--- src/rtl/core/cpt_pkg.sv ---
package cpt_pkg;

  // queue between front and back
  localparam int Q_DEPTH = 2;

  typedef struct packed {
    logic full;
    logic empty;
  } qstat_t;

  // difference vector codes (order of the packed request word)
  localparam logic [3:0] V_AB = 4'd0;
  localparam logic [3:0] V_AC = 4'd1;
  localparam logic [3:0] V_AP = 4'd2;
  localparam logic [3:0] V_BP = 4'd3;
  localparam logic [3:0] V_CP = 4'd4;
  localparam logic [3:0] V_BC = 4'd5;

  // vertex codes
  localparam logic [1:0] K_A = 2'd0;
  localparam logic [1:0] K_B = 2'd1;
  localparam logic [1:0] K_C = 2'd2;

  // back-end register file slots
  localparam logic [3:0] R_D1  = 4'd0;
  localparam logic [3:0] R_D2  = 4'd1;
  localparam logic [3:0] R_D3  = 4'd2;
  localparam logic [3:0] R_D4  = 4'd3;
  localparam logic [3:0] R_D5  = 4'd4;
  localparam logic [3:0] R_D6  = 4'd5;
  localparam logic [3:0] R_VA  = 4'd6;
  localparam logic [3:0] R_VB  = 4'd7;
  localparam logic [3:0] R_VC  = 4'd8;
  localparam logic [3:0] R_NUM = 4'd9;
  localparam logic [3:0] R_DEN = 4'd10;
  localparam int         N_REG = 11;

  // feature codes
  localparam logic [2:0] FEAT_A    = 3'd0;
  localparam logic [2:0] FEAT_B    = 3'd1;
  localparam logic [2:0] FEAT_AB   = 3'd2;
  localparam logic [2:0] FEAT_C    = 3'd3;
  localparam logic [2:0] FEAT_AC   = 3'd4;
  localparam logic [2:0] FEAT_BC   = 3'd5;
  localparam logic [2:0] FEAT_FACE = 3'd6;

  // one multiply-accumulate step of the region program
  typedef struct packed {
    logic       clr;   // start a fresh sum
    logic       neg;   // subtract the product
    logic       st;    // write the sum back when done
    logic [3:0] dst;
    logic       xr;    // x from register file, else from a difference vector
    logic [3:0] xi;
    logic       yr;
    logic [3:0] yi;
    logic [1:0] comp;  // vector component
  } mop_t;

  localparam logic [4:0] LAST_STEP = 5'd23;

  function automatic mop_t mk(input logic clr, input logic neg, input logic st,
                              input logic [3:0] dst, input logic xr, input logic [3:0] xi,
                              input logic yr, input logic [3:0] yi, input logic [1:0] comp);
    mop_t m;
    m.clr  = clr;
    m.neg  = neg;
    m.st   = st;
    m.dst  = dst;
    m.xr   = xr;
    m.xi   = xi;
    m.yr   = yr;
    m.yi   = yi;
    m.comp = comp;
    return m;
  endfunction

  // six dot products, then the three barycentric cross terms
  function automatic mop_t mop(input logic [4:0] s);
    mop_t m;
    case (s)
      5'd0:  m = mk(1'b1, 1'b0, 1'b0, R_D1, 1'b0, V_AB, 1'b0, V_AP, 2'd0);
      5'd1:  m = mk(1'b0, 1'b0, 1'b0, R_D1, 1'b0, V_AB, 1'b0, V_AP, 2'd1);
      5'd2:  m = mk(1'b0, 1'b0, 1'b1, R_D1, 1'b0, V_AB, 1'b0, V_AP, 2'd2);
      5'd3:  m = mk(1'b1, 1'b0, 1'b0, R_D2, 1'b0, V_AC, 1'b0, V_AP, 2'd0);
      5'd4:  m = mk(1'b0, 1'b0, 1'b0, R_D2, 1'b0, V_AC, 1'b0, V_AP, 2'd1);
      5'd5:  m = mk(1'b0, 1'b0, 1'b1, R_D2, 1'b0, V_AC, 1'b0, V_AP, 2'd2);
      5'd6:  m = mk(1'b1, 1'b0, 1'b0, R_D3, 1'b0, V_AB, 1'b0, V_BP, 2'd0);
      5'd7:  m = mk(1'b0, 1'b0, 1'b0, R_D3, 1'b0, V_AB, 1'b0, V_BP, 2'd1);
      5'd8:  m = mk(1'b0, 1'b0, 1'b1, R_D3, 1'b0, V_AB, 1'b0, V_BP, 2'd2);
      5'd9:  m = mk(1'b1, 1'b0, 1'b0, R_D4, 1'b0, V_AC, 1'b0, V_BP, 2'd0);
      5'd10: m = mk(1'b0, 1'b0, 1'b0, R_D4, 1'b0, V_AC, 1'b0, V_BP, 2'd1);
      5'd11: m = mk(1'b0, 1'b0, 1'b1, R_D4, 1'b0, V_AC, 1'b0, V_BP, 2'd2);
      5'd12: m = mk(1'b1, 1'b0, 1'b0, R_D5, 1'b0, V_AB, 1'b0, V_CP, 2'd0);
      5'd13: m = mk(1'b0, 1'b0, 1'b0, R_D5, 1'b0, V_AB, 1'b0, V_CP, 2'd1);
      5'd14: m = mk(1'b0, 1'b0, 1'b1, R_D5, 1'b0, V_AB, 1'b0, V_CP, 2'd2);
      5'd15: m = mk(1'b1, 1'b0, 1'b0, R_D6, 1'b0, V_AC, 1'b0, V_CP, 2'd0);
      5'd16: m = mk(1'b0, 1'b0, 1'b0, R_D6, 1'b0, V_AC, 1'b0, V_CP, 2'd1);
      5'd17: m = mk(1'b0, 1'b0, 1'b1, R_D6, 1'b0, V_AC, 1'b0, V_CP, 2'd2);
      5'd18: m = mk(1'b1, 1'b0, 1'b0, R_VC, 1'b1, R_D1, 1'b1, R_D4, 2'd0);
      5'd19: m = mk(1'b0, 1'b1, 1'b1, R_VC, 1'b1, R_D3, 1'b1, R_D2, 2'd0);
      5'd20: m = mk(1'b1, 1'b0, 1'b0, R_VB, 1'b1, R_D5, 1'b1, R_D2, 2'd0);
      5'd21: m = mk(1'b0, 1'b1, 1'b1, R_VB, 1'b1, R_D1, 1'b1, R_D6, 2'd0);
      5'd22: m = mk(1'b1, 1'b0, 1'b0, R_VA, 1'b1, R_D3, 1'b1, R_D6, 2'd0);
      5'd23: m = mk(1'b0, 1'b1, 1'b1, R_VA, 1'b1, R_D5, 1'b1, R_D4, 2'd0);
      default: m = mk(1'b0, 1'b0, 1'b0, R_D1, 1'b0, V_AB, 1'b0, V_AB, 2'd0);
    endcase
    return m;
  endfunction

endpackage

--- src/rtl/core/cpt_queue.sv ---
module cpt_queue
  import cpt_pkg::*;
#(
  parameter int DW = 8
) (
  input  logic          clk,
  input  logic          rst_n,
  input  logic          push,
  input  logic [DW-1:0] din,
  input  logic          pop,
  output logic [DW-1:0] dout,
  output qstat_t        qst
);

  localparam int PW = (Q_DEPTH > 1) ? $clog2(Q_DEPTH) : 1;
  localparam int CW = $clog2(Q_DEPTH + 1);

  logic [DW-1:0] ent_r [Q_DEPTH];
  logic [PW-1:0] wp_r, wp_nxt, rp_r, rp_nxt;
  logic [CW-1:0] cnt_r, cnt_nxt;

  assign qst.empty = (cnt_r == '0);
  assign qst.full  = (cnt_r == CW'(Q_DEPTH));
  assign dout      = ent_r[rp_r];

  always_comb begin
    wp_nxt  = wp_r;
    rp_nxt  = rp_r;
    cnt_nxt = cnt_r;
    if (push) begin
      wp_nxt = (wp_r == PW'(Q_DEPTH - 1)) ? '0 : wp_r + 1'b1;
    end
    if (pop) begin
      rp_nxt = (rp_r == PW'(Q_DEPTH - 1)) ? '0 : rp_r + 1'b1;
    end
    if (push && !pop) begin
      cnt_nxt = cnt_r + 1'b1;
    end else if (pop && !push) begin
      cnt_nxt = cnt_r - 1'b1;
    end
  end

  always_ff @(posedge clk) begin
    if (!rst_n) begin
      wp_r  <= '0;
      rp_r  <= '0;
      cnt_r <= '0;
    end else begin
      wp_r  <= wp_nxt;
      rp_r  <= rp_nxt;
      cnt_r <= cnt_nxt;
    end
  end

  always_ff @(posedge clk) begin
    if (push) begin
      ent_r[wp_r] <= din;
    end
  end

  a_no_overflow: assert property (@(posedge clk) disable iff (!rst_n) qst.full |-> !push)
    else $error("queue written while full");
  a_no_underflow: assert property (@(posedge clk) disable iff (!rst_n) qst.empty |-> !pop)
    else $error("queue read while empty");
  a_fill: assert property (@(posedge clk) disable iff (!rst_n)
    (push && !pop) |=> !qst.empty)
    else $error("queue lost a request");

endmodule

--- config.mk ---
export PLATFORM = sky130hd
export DESIGN_NAME = cpt_queue
export DESIGN_NICKNAME = d
export VERILOG_FILES = /design/src/rtl/core/cpt_pkg.sv /design/src/rtl/core/cpt_queue.sv
export SDC_FILE = /design/constraint.sdc
export NUM_CORES = 1
export LEC_CHECK = 0
export BUFFER_PORTS_ARGS = -buffer_cell sky130_fd_sc_hd__buf_2
export CAP_MARGIN = 20
export CELL_PAD_IN_SITES_DETAIL_PLACEMENT = 1
export CELL_PAD_IN_SITES_GLOBAL_PLACEMENT = 1
export CORE_UTILIZATION = 40
export CTS_BUF_LIST = sky130_fd_sc_hd__clkbuf_8 sky130_fd_sc_hd__clkbuf_16
export CTS_CLUSTER_SIZE = 30
export DETAILED_ROUTE_END_ITERATION = 8
export GPL_TIMING_DRIVEN = 0
export PLACE_DENSITY_LB_ADDON = 0.1
export SYNTH_ARGS = -nofsm -noshare
export SYNTH_HDL_FRONTEND = slang
export SYNTH_SLANG_ARGS = --single-unit
--- constraint.sdc ---
create_clock -name clk -period 1.3 [get_ports clk]
set_input_delay 0.26 -clock clk [delete_from_list [all_inputs] [get_ports clk]]
set_output_delay 0.26 -clock clk [all_outputs]
set_load 0.05 [all_outputs]
### After elaboration in Yosys (flattened, before gate mapping)

Memories as Yosys holds them, arrays and structs flattened. A register that Yosys moved wholly into a read port is not among the register bits.
Index checks and enable logic that the tools add are counted.

| word-level totals | value |
|---|---|
| flip-flop bits (word level) | 4 |
| RAM bits | 16 |
| bits of input ports | 12 |
| output and inout bits | 10 |
| memories | 1 |

Memories:

| name | depth | bits a word | rd ports | clocked after memory_dff | write ports | RTL line | RTL |
|---|---|---|---|---|---|---|---|
| ent_r | 2 | 8 | 1 | 1 | 1 | cpt_queue.sv:18 | `logic [DW-1:0] ent_r [Q_DEPTH];` |

| cells by class | value |
|---|---|
| $add $sub $neg | 4 |
| equality and inequality tests | 1 |
| mux-type cells | 8 |
| reductions and logical operators | 6 |

Operators with widths:

| operator | count |
|---|---|
| 2-to-1 mux 1 bit | 6 |
| 2-to-1 mux 2 bit | 2 |
| adder 1 bit (second input constant) | 2 |
| adder 2 x 1 -> 2 bit (second input constant) | 1 |
| == test 2 bit (second input constant) | 1 |
| logical AND 1 bit | 2 |
| logical NOT 1 bit | 2 |
| logical NOT 2 bit | 1 |
| nonzero test 2 bit | 1 |
| subtractor 2 x 1 -> 2 bit (second input constant) | 1 |

### Logic depth before layout (Yosys ltp)

| depth | value |
|---|---|
| depth after elaboration | 4 |
| depth in mapped cells | 5 |
| mapped depth without buffers | 5 |

### Worst setup path after synthesis

Ideal clock, no wire load.

| path | value |
|---|---|
| path kind | reg2out |
| start | register cnt_r[0] |
| end | output port qst[0] in the netlist's numbering |
| data arrival time | 0.991 ns |
| data required time | 1.040 ns |
| setup slack | 0.049 ns |
| stages on the path, launching flop included | 2 |
| path buffers | 0 |
| path through | dfxtp_1 nor2_1 |

RTL lines:

| element | RTL line | RTL |
|---|---|---|
| start, declared | cpt_queue.sv:20 | `logic [CW-1:0] cnt_r, cnt_nxt;` |
| start signal, assigned | cpt_queue.sv:51 | `cnt_r <= cnt_nxt;` |
| end, declared | cpt_queue.sv:12 | `output qstat_t qst` |

==> results.yml <==
grt:
  grt_pass1_wl_um: 1900
  first_global_vias: 431
  antenna_found_initial: 0
  grt_util_all_layers: 0.143
  grt-ovfl-total: 0
  grt_max_degree: 12
power_and_ir_drop:
  ir_worst_vdd_uv: 871
  powerDensity_nw_per_um2: 1430
  leakage_uw: 0.000457
  pwr-share-seq: 0.499
  clockPowerShare: 0.256
  power_frac_comb: 0.245
  fin_total_pwr_uw: 1590
  p_sw_uw: 433
  internal_power_uw: 1150
  switching_share: 0.273
logic_synthesis:
  netlist.area_leader.share: 0.605
  yosysWarningCount: 0
  syn_nets: 60
  yosysMostFrequentCell: "edfxtp_1"
  synthTopCellsByCount: "16 x edfxtp_1, 8 x mux2_2, 5 x dfxtp_1"
  synth.area.top_cells: "edfxtp_1 60%, dfxtp_1 13%, mux2_2 11%"
  async_flop_share: 0
  synth-seq-cells: 21
  synthFlopType: "edfxtp_1"
  synth_area_per_cell_um2: 16.9
  synth_edf_count: 16
  synth-seq-area-share: 0.731
  synth.cell_area_um2: 795
  synth_top_area_cell: "edfxtp_1"
  synthDistinctLibCells: 16
  synth_cells: 47
place:
  io_buffers: 21
  dp_hpwl_um: 854
  placed_cell_area_um2: 931
  place.gp.congestion: 0.589
route:
  final_antenna_net_count: 0
  wl_um: 1270
  wl_per_cell_um: 13.1
  dr_total_vias: 446
  drt-pass1-iter-count: 3
  post_drt_via_cell_ratio: 4.60
  drc: 0
  drtIter0Drc: 3
setup_path:
  critPathArrivalTime_ns: 1.21
  cp-start-kind: "flip-flop"
  critical_path.max_fanout: 8
  required_ns: 1.04
  crit_type: "flip-flop to output port"
  end_kind: "output port"
cts:
  cts_root_buf: "clkbuf_8"
  clkSlewWorstSetupHoldPaths_ns: 0.07
  cts.sinks: 21
  cts_tree: "done"
  cts_max_path_buffers: 2
  numCtsBuffers: 3
  cts-hold-fix-buffers: 0
  htree_levels: 1
  clk_latency_ns: 0.26
cells_and_area:
  n_fill_cell: 188
  multi_input_area_um2: 238
  final_area_um2: 1110
  nets: 86
  diodes: 0
  regArea_um2: 583
  drive_above_1_share: 0.514
  syn_to_final_growth_pct: 39.4
sta:
  fin_worst_skew_ns: 0.00176
  final_max_slew_viol_count: 0
  worst_slew_pin_slew_ns: 0.472
  hold_slack_ns: 0.185
  fin_ws_ns: -0.172
  max_freq_ghz: 0.679
  finalHoldViolCount: 0
  max_slew_margin: 0.684
  period_share: 1.13
  rsz0062_at_grt: "true"
  min_period_ns: 1.47
  finalSetupViolations: 8
floorplanning:
  coreArea_um2: 1800
  initial_core_util: 0.441
  die_w_um: 46.6
  rows: 15
  ios: 22
  die_h_um: 46.6
  die_area_um2: 2170
status:
  violations: "negative setup slack"
  outcome: "finished, violations left"
worst_hold_path:
  worstHoldPathType: "input port to flip-flop"
run:
  cap_violations: 0
## critical path, cell delays in order (launching register included)
cell and delay [ns]:
dfxtp_2 0.33, buf_8 0.14, mux2_4 0.32, buf_8 0.15
## stage by stage
stage	setup TNS [ns]	std cells	util	setup slack [ns]
final	-1.28	97	0.615	-0.172
after global routing	-1.53	97	0.615	-0.204
after CTS	-1.33	97	0.613	-0.173
after detailed placement	-1.35	93	0.517	-0.153
after global placement	-1.14	93	0.517	-0.120
after floorplan	0	47	-	0.0486
## layout by cell type, fill, tap and decap left out
cell type	Yosys	routed
nor2b_2	0	1
and2_1	4	4
o21ai_0	1	1
edfxtp_1	16	16
a21boi_1	1	1
inv_1	1	2
o21a_1	1	1
buf_8	0	9
dfxtp_1	5	3
and2b_2	1	1
buf_2	1	12
ha_1	1	1
xor2_1	2	2
buf_6	0	1
or3_1	1	1
clkbuf_8	0	3
mux2_4	0	8
nor2_1	1	1
dfxtp_2	0	2
xnor2_1	1	1
nor2b_1	2	1
## layout make-up
cell class                 count  share of cell area
clock buffer                   3              0.0373
inverter                       1             0.00339
multi-input combinational     24               0.215
clock inverter                 1             0.00339
tap                           25              0.0282
buffer                         1              0.0136
timing repair buffer          21               0.173
sequential                    21               0.527
## cell families after synthesis
logic type	after synthesis	share of synthesized area
fa+ha+maj	1	0.0157
flops	21	0.731
simple gates	9	0.0709
compound gates	3	0.0252
xor+xnor	3	0.0331
mux	8	0.113
buf+inv	2	0.0110
## state kept, by name, indices dropped and copies added (netlist names), named ones only
register and flops:
cnt_r 2, ent_r 16, wp_r 1, rp_r 1
## final timing paths
path	end	slack [ns]	startpoint	cells past startpoint
worst max-delay path	dout[2]	-0.17	flip-flop	3
worst min-delay path	ent_r[1][4]	0.19	din[4]	1
worst max register to register	ent_r[0][2]	0.21	wp_r	1
worst min register to register	cnt_r[1]	0.50	cnt_r[1]	2
## what timing repair did
action | 4_1_cts | 5_1_grt
resized for setup | 39 | 1
setup buffers | 0 | 0
endpoints found under the setup margin | 17 | 9
## power groups by stage
stage / clock, µW / combinational (µW) / sequential (µW)
2_1_floorplan: 0 / 230 / 797
3_3_place_gp: 0 / 294 / 799
3_5_place_dp: 0 / 295 / 802
4_1_cts: 425 / 386 / 791
5_1_grt: 446 / 408 / 796
6_report: 407 / 388 / 792
## metal layers
metal | share of wire | track usage | vias up
met3 | 0.039 | 0.0471 | 4
li1 | - | - | 218
met1 | 0.42 | 0.148 | 211
met2 | 0.51 | 0.231 | 13
met5 | 0 | 0 | -
met4 | 0.032 | 0.124 | 0
No activity file was read; power rests on OpenSTA's default activity.
