$ cat src/rtl/core/cpt_pkg.sv
package cpt_pkg;

  // queue between front and back
  localparam int Q_DEPTH = 2;

  typedef struct packed {
    logic full;
    logic empty;
  } qstat_t;

  // difference vector codes (order of the packed request word)
  localparam logic [3:0] V_AB = 4'd0;
  localparam logic [3:0] V_AC = 4'd1;
  localparam logic [3:0] V_AP = 4'd2;
  localparam logic [3:0] V_BP = 4'd3;
  localparam logic [3:0] V_CP = 4'd4;
  localparam logic [3:0] V_BC = 4'd5;

  // vertex codes
  localparam logic [1:0] K_A = 2'd0;
  localparam logic [1:0] K_B = 2'd1;
  localparam logic [1:0] K_C = 2'd2;

  // back-end register file slots
  localparam logic [3:0] R_D1  = 4'd0;
  localparam logic [3:0] R_D2  = 4'd1;
  localparam logic [3:0] R_D3  = 4'd2;
  localparam logic [3:0] R_D4  = 4'd3;
  localparam logic [3:0] R_D5  = 4'd4;
  localparam logic [3:0] R_D6  = 4'd5;
  localparam logic [3:0] R_VA  = 4'd6;
  localparam logic [3:0] R_VB  = 4'd7;
  localparam logic [3:0] R_VC  = 4'd8;
  localparam logic [3:0] R_NUM = 4'd9;
  localparam logic [3:0] R_DEN = 4'd10;
  localparam int         N_REG = 11;

  // feature codes
  localparam logic [2:0] FEAT_A    = 3'd0;
  localparam logic [2:0] FEAT_B    = 3'd1;
  localparam logic [2:0] FEAT_AB   = 3'd2;
  localparam logic [2:0] FEAT_C    = 3'd3;
  localparam logic [2:0] FEAT_AC   = 3'd4;
  localparam logic [2:0] FEAT_BC   = 3'd5;
  localparam logic [2:0] FEAT_FACE = 3'd6;

  // one multiply-accumulate step of the region program
  typedef struct packed {
    logic       clr;   // start a fresh sum
    logic       neg;   // subtract the product
    logic       st;    // write the sum back when done
    logic [3:0] dst;
    logic       xr;    // x from register file, else from a difference vector
    logic [3:0] xi;
    logic       yr;
    logic [3:0] yi;
    logic [1:0] comp;  // vector component
  } mop_t;

  localparam logic [4:0] LAST_STEP = 5'd23;

  function automatic mop_t mk(input logic clr, input logic neg, input logic st,
                              input logic [3:0] dst, input logic xr, input logic [3:0] xi,
                              input logic yr, input logic [3:0] yi, input logic [1:0] comp);
    mop_t m;
    m.clr  = clr;
    m.neg  = neg;
    m.st   = st;
    m.dst  = dst;
    m.xr   = xr;
    m.xi   = xi;
    m.yr   = yr;
    m.yi   = yi;
    m.comp = comp;
    return m;
  endfunction

  // six dot products, then the three barycentric cross terms
  function automatic mop_t mop(input logic [4:0] s);
    mop_t m;
    case (s)
      5'd0:  m = mk(1'b1, 1'b0, 1'b0, R_D1, 1'b0, V_AB, 1'b0, V_AP, 2'd0);
      5'd1:  m = mk(1'b0, 1'b0, 1'b0, R_D1, 1'b0, V_AB, 1'b0, V_AP, 2'd1);
      5'd2:  m = mk(1'b0, 1'b0, 1'b1, R_D1, 1'b0, V_AB, 1'b0, V_AP, 2'd2);
      5'd3:  m = mk(1'b1, 1'b0, 1'b0, R_D2, 1'b0, V_AC, 1'b0, V_AP, 2'd0);
      5'd4:  m = mk(1'b0, 1'b0, 1'b0, R_D2, 1'b0, V_AC, 1'b0, V_AP, 2'd1);
      5'd5:  m = mk(1'b0, 1'b0, 1'b1, R_D2, 1'b0, V_AC, 1'b0, V_AP, 2'd2);
      5'd6:  m = mk(1'b1, 1'b0, 1'b0, R_D3, 1'b0, V_AB, 1'b0, V_BP, 2'd0);
      5'd7:  m = mk(1'b0, 1'b0, 1'b0, R_D3, 1'b0, V_AB, 1'b0, V_BP, 2'd1);
      5'd8:  m = mk(1'b0, 1'b0, 1'b1, R_D3, 1'b0, V_AB, 1'b0, V_BP, 2'd2);
      5'd9:  m = mk(1'b1, 1'b0, 1'b0, R_D4, 1'b0, V_AC, 1'b0, V_BP, 2'd0);
      5'd10: m = mk(1'b0, 1'b0, 1'b0, R_D4, 1'b0, V_AC, 1'b0, V_BP, 2'd1);
      5'd11: m = mk(1'b0, 1'b0, 1'b1, R_D4, 1'b0, V_AC, 1'b0, V_BP, 2'd2);
      5'd12: m = mk(1'b1, 1'b0, 1'b0, R_D5, 1'b0, V_AB, 1'b0, V_CP, 2'd0);
      5'd13: m = mk(1'b0, 1'b0, 1'b0, R_D5, 1'b0, V_AB, 1'b0, V_CP, 2'd1);
      5'd14: m = mk(1'b0, 1'b0, 1'b1, R_D5, 1'b0, V_AB, 1'b0, V_CP, 2'd2);
      5'd15: m = mk(1'b1, 1'b0, 1'b0, R_D6, 1'b0, V_AC, 1'b0, V_CP, 2'd0);
      5'd16: m = mk(1'b0, 1'b0, 1'b0, R_D6, 1'b0, V_AC, 1'b0, V_CP, 2'd1);
      5'd17: m = mk(1'b0, 1'b0, 1'b1, R_D6, 1'b0, V_AC, 1'b0, V_CP, 2'd2);
      5'd18: m = mk(1'b1, 1'b0, 1'b0, R_VC, 1'b1, R_D1, 1'b1, R_D4, 2'd0);
      5'd19: m = mk(1'b0, 1'b1, 1'b1, R_VC, 1'b1, R_D3, 1'b1, R_D2, 2'd0);
      5'd20: m = mk(1'b1, 1'b0, 1'b0, R_VB, 1'b1, R_D5, 1'b1, R_D2, 2'd0);
      5'd21: m = mk(1'b0, 1'b1, 1'b1, R_VB, 1'b1, R_D1, 1'b1, R_D6, 2'd0);
      5'd22: m = mk(1'b1, 1'b0, 1'b0, R_VA, 1'b1, R_D3, 1'b1, R_D6, 2'd0);
      5'd23: m = mk(1'b0, 1'b1, 1'b1, R_VA, 1'b1, R_D5, 1'b1, R_D4, 2'd0);
      default: m = mk(1'b0, 1'b0, 1'b0, R_D1, 1'b0, V_AB, 1'b0, V_AB, 2'd0);
    endcase
    return m;
  endfunction

endpackage

$ cat src/rtl/core/cpt_front.sv
module cpt_front
  import cpt_pkg::*;
#(
  parameter int COORD_BITS = 32,
  localparam int W  = COORD_BITS,
  localparam int D  = COORD_BITS + 1,
  localparam int IW = 18 * D + 9 * COORD_BITS
) (
  input  logic                clk,
  input  logic                rst_n,
  input  logic                start,
  output logic                busy,
  input  logic signed [W-1:0] in_px,
  input  logic signed [W-1:0] in_py,
  input  logic signed [W-1:0] in_pz,
  input  logic signed [W-1:0] in_ax,
  input  logic signed [W-1:0] in_ay,
  input  logic signed [W-1:0] in_az,
  input  logic signed [W-1:0] in_bx,
  input  logic signed [W-1:0] in_by,
  input  logic signed [W-1:0] in_bz,
  input  logic signed [W-1:0] in_cx,
  input  logic signed [W-1:0] in_cy,
  input  logic signed [W-1:0] in_cz,
  input  qstat_t              qst,
  output logic                push,
  output logic [IW-1:0]       dout
);

  logic          fv_r, fv_nxt;
  logic [IW-1:0] fd_r, fd_nxt;
  logic          accept;
  logic signed [D-1:0] pv [3];
  logic signed [D-1:0] av [3];
  logic signed [D-1:0] bv [3];
  logic signed [D-1:0] cv [3];

  assign busy   = fv_r & qst.full;
  assign accept = start & ~busy;
  assign push   = fv_r & ~qst.full;
  assign fv_nxt = accept | (fv_r & qst.full);
  assign dout   = fd_r;

  always_comb begin
    pv[0] = D'(in_px); pv[1] = D'(in_py); pv[2] = D'(in_pz);
    av[0] = D'(in_ax); av[1] = D'(in_ay); av[2] = D'(in_az);
    bv[0] = D'(in_bx); bv[1] = D'(in_by); bv[2] = D'(in_bz);
    cv[0] = D'(in_cx); cv[1] = D'(in_cy); cv[2] = D'(in_cz);
  end

  // difference vectors one bit wider than a coordinate, then the vertices
  always_comb begin
    fd_nxt = '0;
    for (int c = 0; c < 3; c++) begin
      fd_nxt[(int'(V_AB) * 3 + c) * D +: D] = bv[c] - av[c];
      fd_nxt[(int'(V_AC) * 3 + c) * D +: D] = cv[c] - av[c];
      fd_nxt[(int'(V_AP) * 3 + c) * D +: D] = pv[c] - av[c];
      fd_nxt[(int'(V_BP) * 3 + c) * D +: D] = pv[c] - bv[c];
      fd_nxt[(int'(V_CP) * 3 + c) * D +: D] = pv[c] - cv[c];
      fd_nxt[(int'(V_BC) * 3 + c) * D +: D] = cv[c] - bv[c];
      fd_nxt[18 * D + (int'(K_A) * 3 + c) * W +: W] = av[c][W-1:0];
      fd_nxt[18 * D + (int'(K_B) * 3 + c) * W +: W] = bv[c][W-1:0];
      fd_nxt[18 * D + (int'(K_C) * 3 + c) * W +: W] = cv[c][W-1:0];
    end
  end

  always_ff @(posedge clk) begin
    if (!rst_n) begin
      fv_r <= 1'b0;
    end else begin
      fv_r <= fv_nxt;
    end
  end

  always_ff @(posedge clk) begin
    if (accept) begin
      fd_r <= fd_nxt;
    end
  end

endmodule

$ cat config.mk
export PLATFORM = sky130hd
export DESIGN_NAME = cpt_front
export DESIGN_NICKNAME = d
export VERILOG_FILES = /design/src/rtl/core/cpt_pkg.sv /design/src/rtl/core/cpt_front.sv
export SDC_FILE = /design/constraint.sdc
export NUM_CORES = 2
export LEC_CHECK = 0
export BUFFER_PORTS_ARGS = -buffer_cell sky130_fd_sc_hd__buf_2
export CAP_MARGIN = 30
export CORE_AREA = 2 2 490 492
export CTS_CLUSTER_DIAMETER = 80
export CTS_CLUSTER_SIZE = 8
export DETAILED_ROUTE_END_ITERATION = 8
export DIE_AREA = 0 0 492 494
export PLACE_DENSITY = 0.43
export SETUP_SLACK_MARGIN = 0.15
export SYNTH_ARGS = -nofsm -noshare
export SYNTH_HDL_FRONTEND = slang
export SYNTH_SLANG_ARGS = --single-unit
$ cat constraint.sdc
create_clock -name clk -period 107.9 [get_ports clk]
set_input_delay 10.79 -clock clk [delete_from_list [all_inputs] [get_ports clk]]
set_output_delay 10.79 -clock clk [all_outputs]
set_load 0.01 [all_outputs]
# Word-level counts from Yosys, hierarchy flattened
# Cells that the tools add are included.
# totals
register_bits	883
wordCells	26
# op_classes
n_addsub	18
n_bitwise	6
# op_table
cell	n
32-bit by 32-bit subtractor with 33-bit output	18
1-bit bitwise AND	3
1-bit NOT	2
1-bit bitwise OR	1

# Longest topological paths before layout
# logic_depth
depth_word	4
ltp_mapped	14

# Least setup slack after synthesis
# Ideal clock, no wire load.
# synth_path
path_type	in2reg
start	in qst[1] in the netlist's numbering
end	reg fd_r[0] (netlist: dout[0]) (enable)
arrival_time_ps	49614
t_required_ps	105649
path_slack_ps	56035
cell_stages	2
n_path_buf	0
cell_sequence	and2_1 nor2b_1
# synth_via
elab_chain_len	3
# synth_lines
element	line_no	source
start, declared	cpt_front.sv:25	input qstat_t qst,
1-bit bitwise AND	cpt_front.sv:38	assign busy = fv_r & qst.full;
1-bit NOT	cpt_front.sv:39	assign accept = start & ~busy;
1-bit bitwise AND	cpt_front.sv:39	
named net accept	cpt_front.sv:32	logic accept;
end signal, assigned	cpt_front.sv:77	fd_r <= fd_nxt;
end, declared	cpt_front.sv:31	logic [IW-1:0] fd_r, fd_nxt;
# The timed path passes the listed nets, and every way through them passes these cells.
# A chain may end at the register's enable or synchronous reset.

# Final worst setup path
# layout_path
start	in qst[1] in the netlist's numbering
end	out busy
# layout_via
elab_chain_len	1
# layout_lines
element	line_no	source
1-bit bitwise AND	cpt_front.sv:38	
end, declared	cpt_front.sv:12	output logic busy,
# No other way between the ends.

==> impl_metrics.ini <==
[outcome]
status = completed

[clock_network]
cts_buffer_depth = 3
clk_latency_ns = 0.78
numCtsBuffers = 138
clock_sinks = 883
cts_hold_buf = 0
cts-root-buf = clkbuf_16
h-tree-depth = 4
cts_tree = done
path_clk_slew_ns = 0.05
post_cts_buffers = 0
ctsResizeCount = 0

[timing]
slew_viol_final = 0
setup_tns_ns = 0
whs_ns = 0.667
rsz0062_at_grt = no
skew_ns = 0.0299
hold_viol_final = 0
max_slew_margin = 0.334
tightest_slew_ns = 0.986
max_freq_mhz = 45.4
setup-violations-final = 0
fin_crit_ns = 22.03
timing.final.crit_share = 0.204

[finish]
drive_gt1_frac = 0.242
final_util = 0.289
stdcell_area_um2 = 68700
nNetsFinal = 7264
area_growth_pct = 26.9

[routing]
vias = 44600
drt_iter0_markers = 2511
wirelength_um = 255000
vias_per_cell = 4.69
dr_wl_met3_um = 18900
dr_wl_met2_um = 134000
wl_met1_um = 91900
top_layer = met5
drc = 0
wl_per_cell_um = 26.8
postRouteAntennaNets = 0
dr.pass1.iters = 5

[floorplan]
die_w_um = 492
die_height_um = 494
num_rows = 179
io_pins = 1273
dieArea_um2 = 243000
start_util = 0.228
core_area_um2 = 237000

[placement]
post-dp-hpwl_um = 215000
portBuffers = 1271
dpl_cell_area_um2 = 64700
routabilityCongestion = 0.909

[global_route]
grt_pass1_vias = 45100
grt_pass1_wl_um = 343000
grt_max_degree = 126
grt_usage = 0.201
antenna_found_initial = 73
grt_overflow = 0

[synth]
synth_warnings = 0
synth_top_family_by_area = compound AO/OA/AOI/OAI gates
avgSynthCellArea_um2 = 11.1
synth_compound_area_frac = 0.171
ys_types = 81
synth_flop_cell = edfxtp_1
yosys.area_share.adder = 0.140
synth_edf_count = 882
async_flop_share = 0
synth-seq-cells = 883
synthCells = 4866
synth_nets = 5849
yosys.area_share.simple = 0.0908
ys_seq_area_frac = 0.489
synth.area.mux_share = 0
synth_xor_xnor_area_share = 0.0762
syn-cell-area_um2 = 54200

[critical_path]
crit_slowest_cell = and2_1
critPathMaxFanout = 3
end_kind = output port
max_stage_delay_ns = 0.19
worstPathCellList = buf_2, and2_1, buf_2
crit_family = buffers and inverters
cp.arrival_ns = 11.24
cp-start-kind = primary input
cp_common_cell = buf_2
path_class = in2out
required_ns = 97.11
critPathBufInv = 2

[power_and_ir_drop]
p_leak_nw = 30.3
power_mw = 1.16
p_per_area_nw_per_um2 = 16.8
irDropWorstVdd_mv = 0.0113

[flow_run]
cap_violations = 0

[min_path]
hold_class = reg2reg
[layout by cell type (no fill, tap or decap), types with 50 or more instances in the layout]
cell / n
xor2_1: 155
a31oi_1: 52
a21o_1: 270
nor2b_1: 90
buf_2: 1273
nand2b_1: 58
nand2_1: 268
o21a_1: 99
clkbuf_16: 139
xnor2_1: 316
nor2_1: 304
ha_1: 576
edfxtp_1: 882
nand3_1: 78
nand4_1: 50
a21oi_1: 402
o21ai_0: 254
inv_1: 442
o21bai_1: 52
[worst min-delay path, cell delays in order, from the launching register on]
cell	delay, ns
dfxtp_1	0.31
and2_1	0.20
o21a_1	0.13
[synthesized netlist by cell type, types with 20 or more instances]
master	instances	area [µm²]
edfxtp_1	882	26500
ha_1	576	7210
inv_1	442	1660
a21oi_1	402	2010
xnor2_1	316	2770
nor2_1	304	1140
a21o_1	270	2030
nand2_1	268	1010
o21ai_0	254	1270
xor2_1	155	1360
o21a_1	99	743
nor2b_1	91	569
nand3_1	78	390
nand2b_1	58	363
a31oi_1	52	325
o21bai_1	52	390
nand4_1	50	313
and3_1	41	257
nor3_1	41	205
a21boi_0	31	233
a211oi_1	27	203
clkbuf_1	27	101
a31o_2	23	201
and2_1	23	144
o211ai_1	20	150
[sequential cells by signal, indices dropped and copies added, names as in the netlist]
name / cells
fv_r: 1
dout: 882
[cells by family after synthesis]
kind of cell / count (synthesis)
DFF: 883
and+or+nand+nor: 1027
AOI/OAI and AO/OA: 1421
buffers and inverters: 470
adders and majority gates: 594
xor gates and xnor gates: 471
[routing by layer]
metal / global-route usage / vias to the layer above
met5: 0 / -
met4: 0.0720 / 18
met3: 0.0594 / 378
met2: 0.381 / 1594
met1: 0.207 / 21800
li1: - / 20900
[worst paths after layout]
check,startpoint,end,slack [ns],cells past startpoint
max,qst[1],busy,85.87,3
min,fv_r$_SDFF_PN0_,fv_r$_SDFF_PN0_,0.67,2
max reg2reg,fv_r$_SDFF_PN0_,dout[390]$_DFFE_PP_,101.46,10
min reg2reg,fv_r$_SDFF_PN0_,fv_r$_SDFF_PN0_,0.67,2
[stage by stage]
step | setup WS (ns) | instances
floorplan | 56.04 | 4866
global placement | 85.88 | 9302
finish | 85.87 | 9510
detailed placement | 85.86 | 9308
CTS | 85.86 | 9491
global route | 85.84 | 9504
[layout make-up]
cell class                 count  area, µm²
antenna                       19       47.5
clock buffer                 150       3520
clock inverter                33        493
fill                       24800     169000
inverter                     442       1660
multi-input combinational   3513      25900
sequential                   883      26500
tap                         3167       3960
timing repair buffer        1303       6620
[report_power, final]
part           internal [mW]  switching, mW  leakage [nW]
clock                  0.248          0.171          1.96
sequential             0.430         0.0142          8.53
combinational          0.106          0.189          19.8
Note: power is estimated with default switching activity, not from simulation.
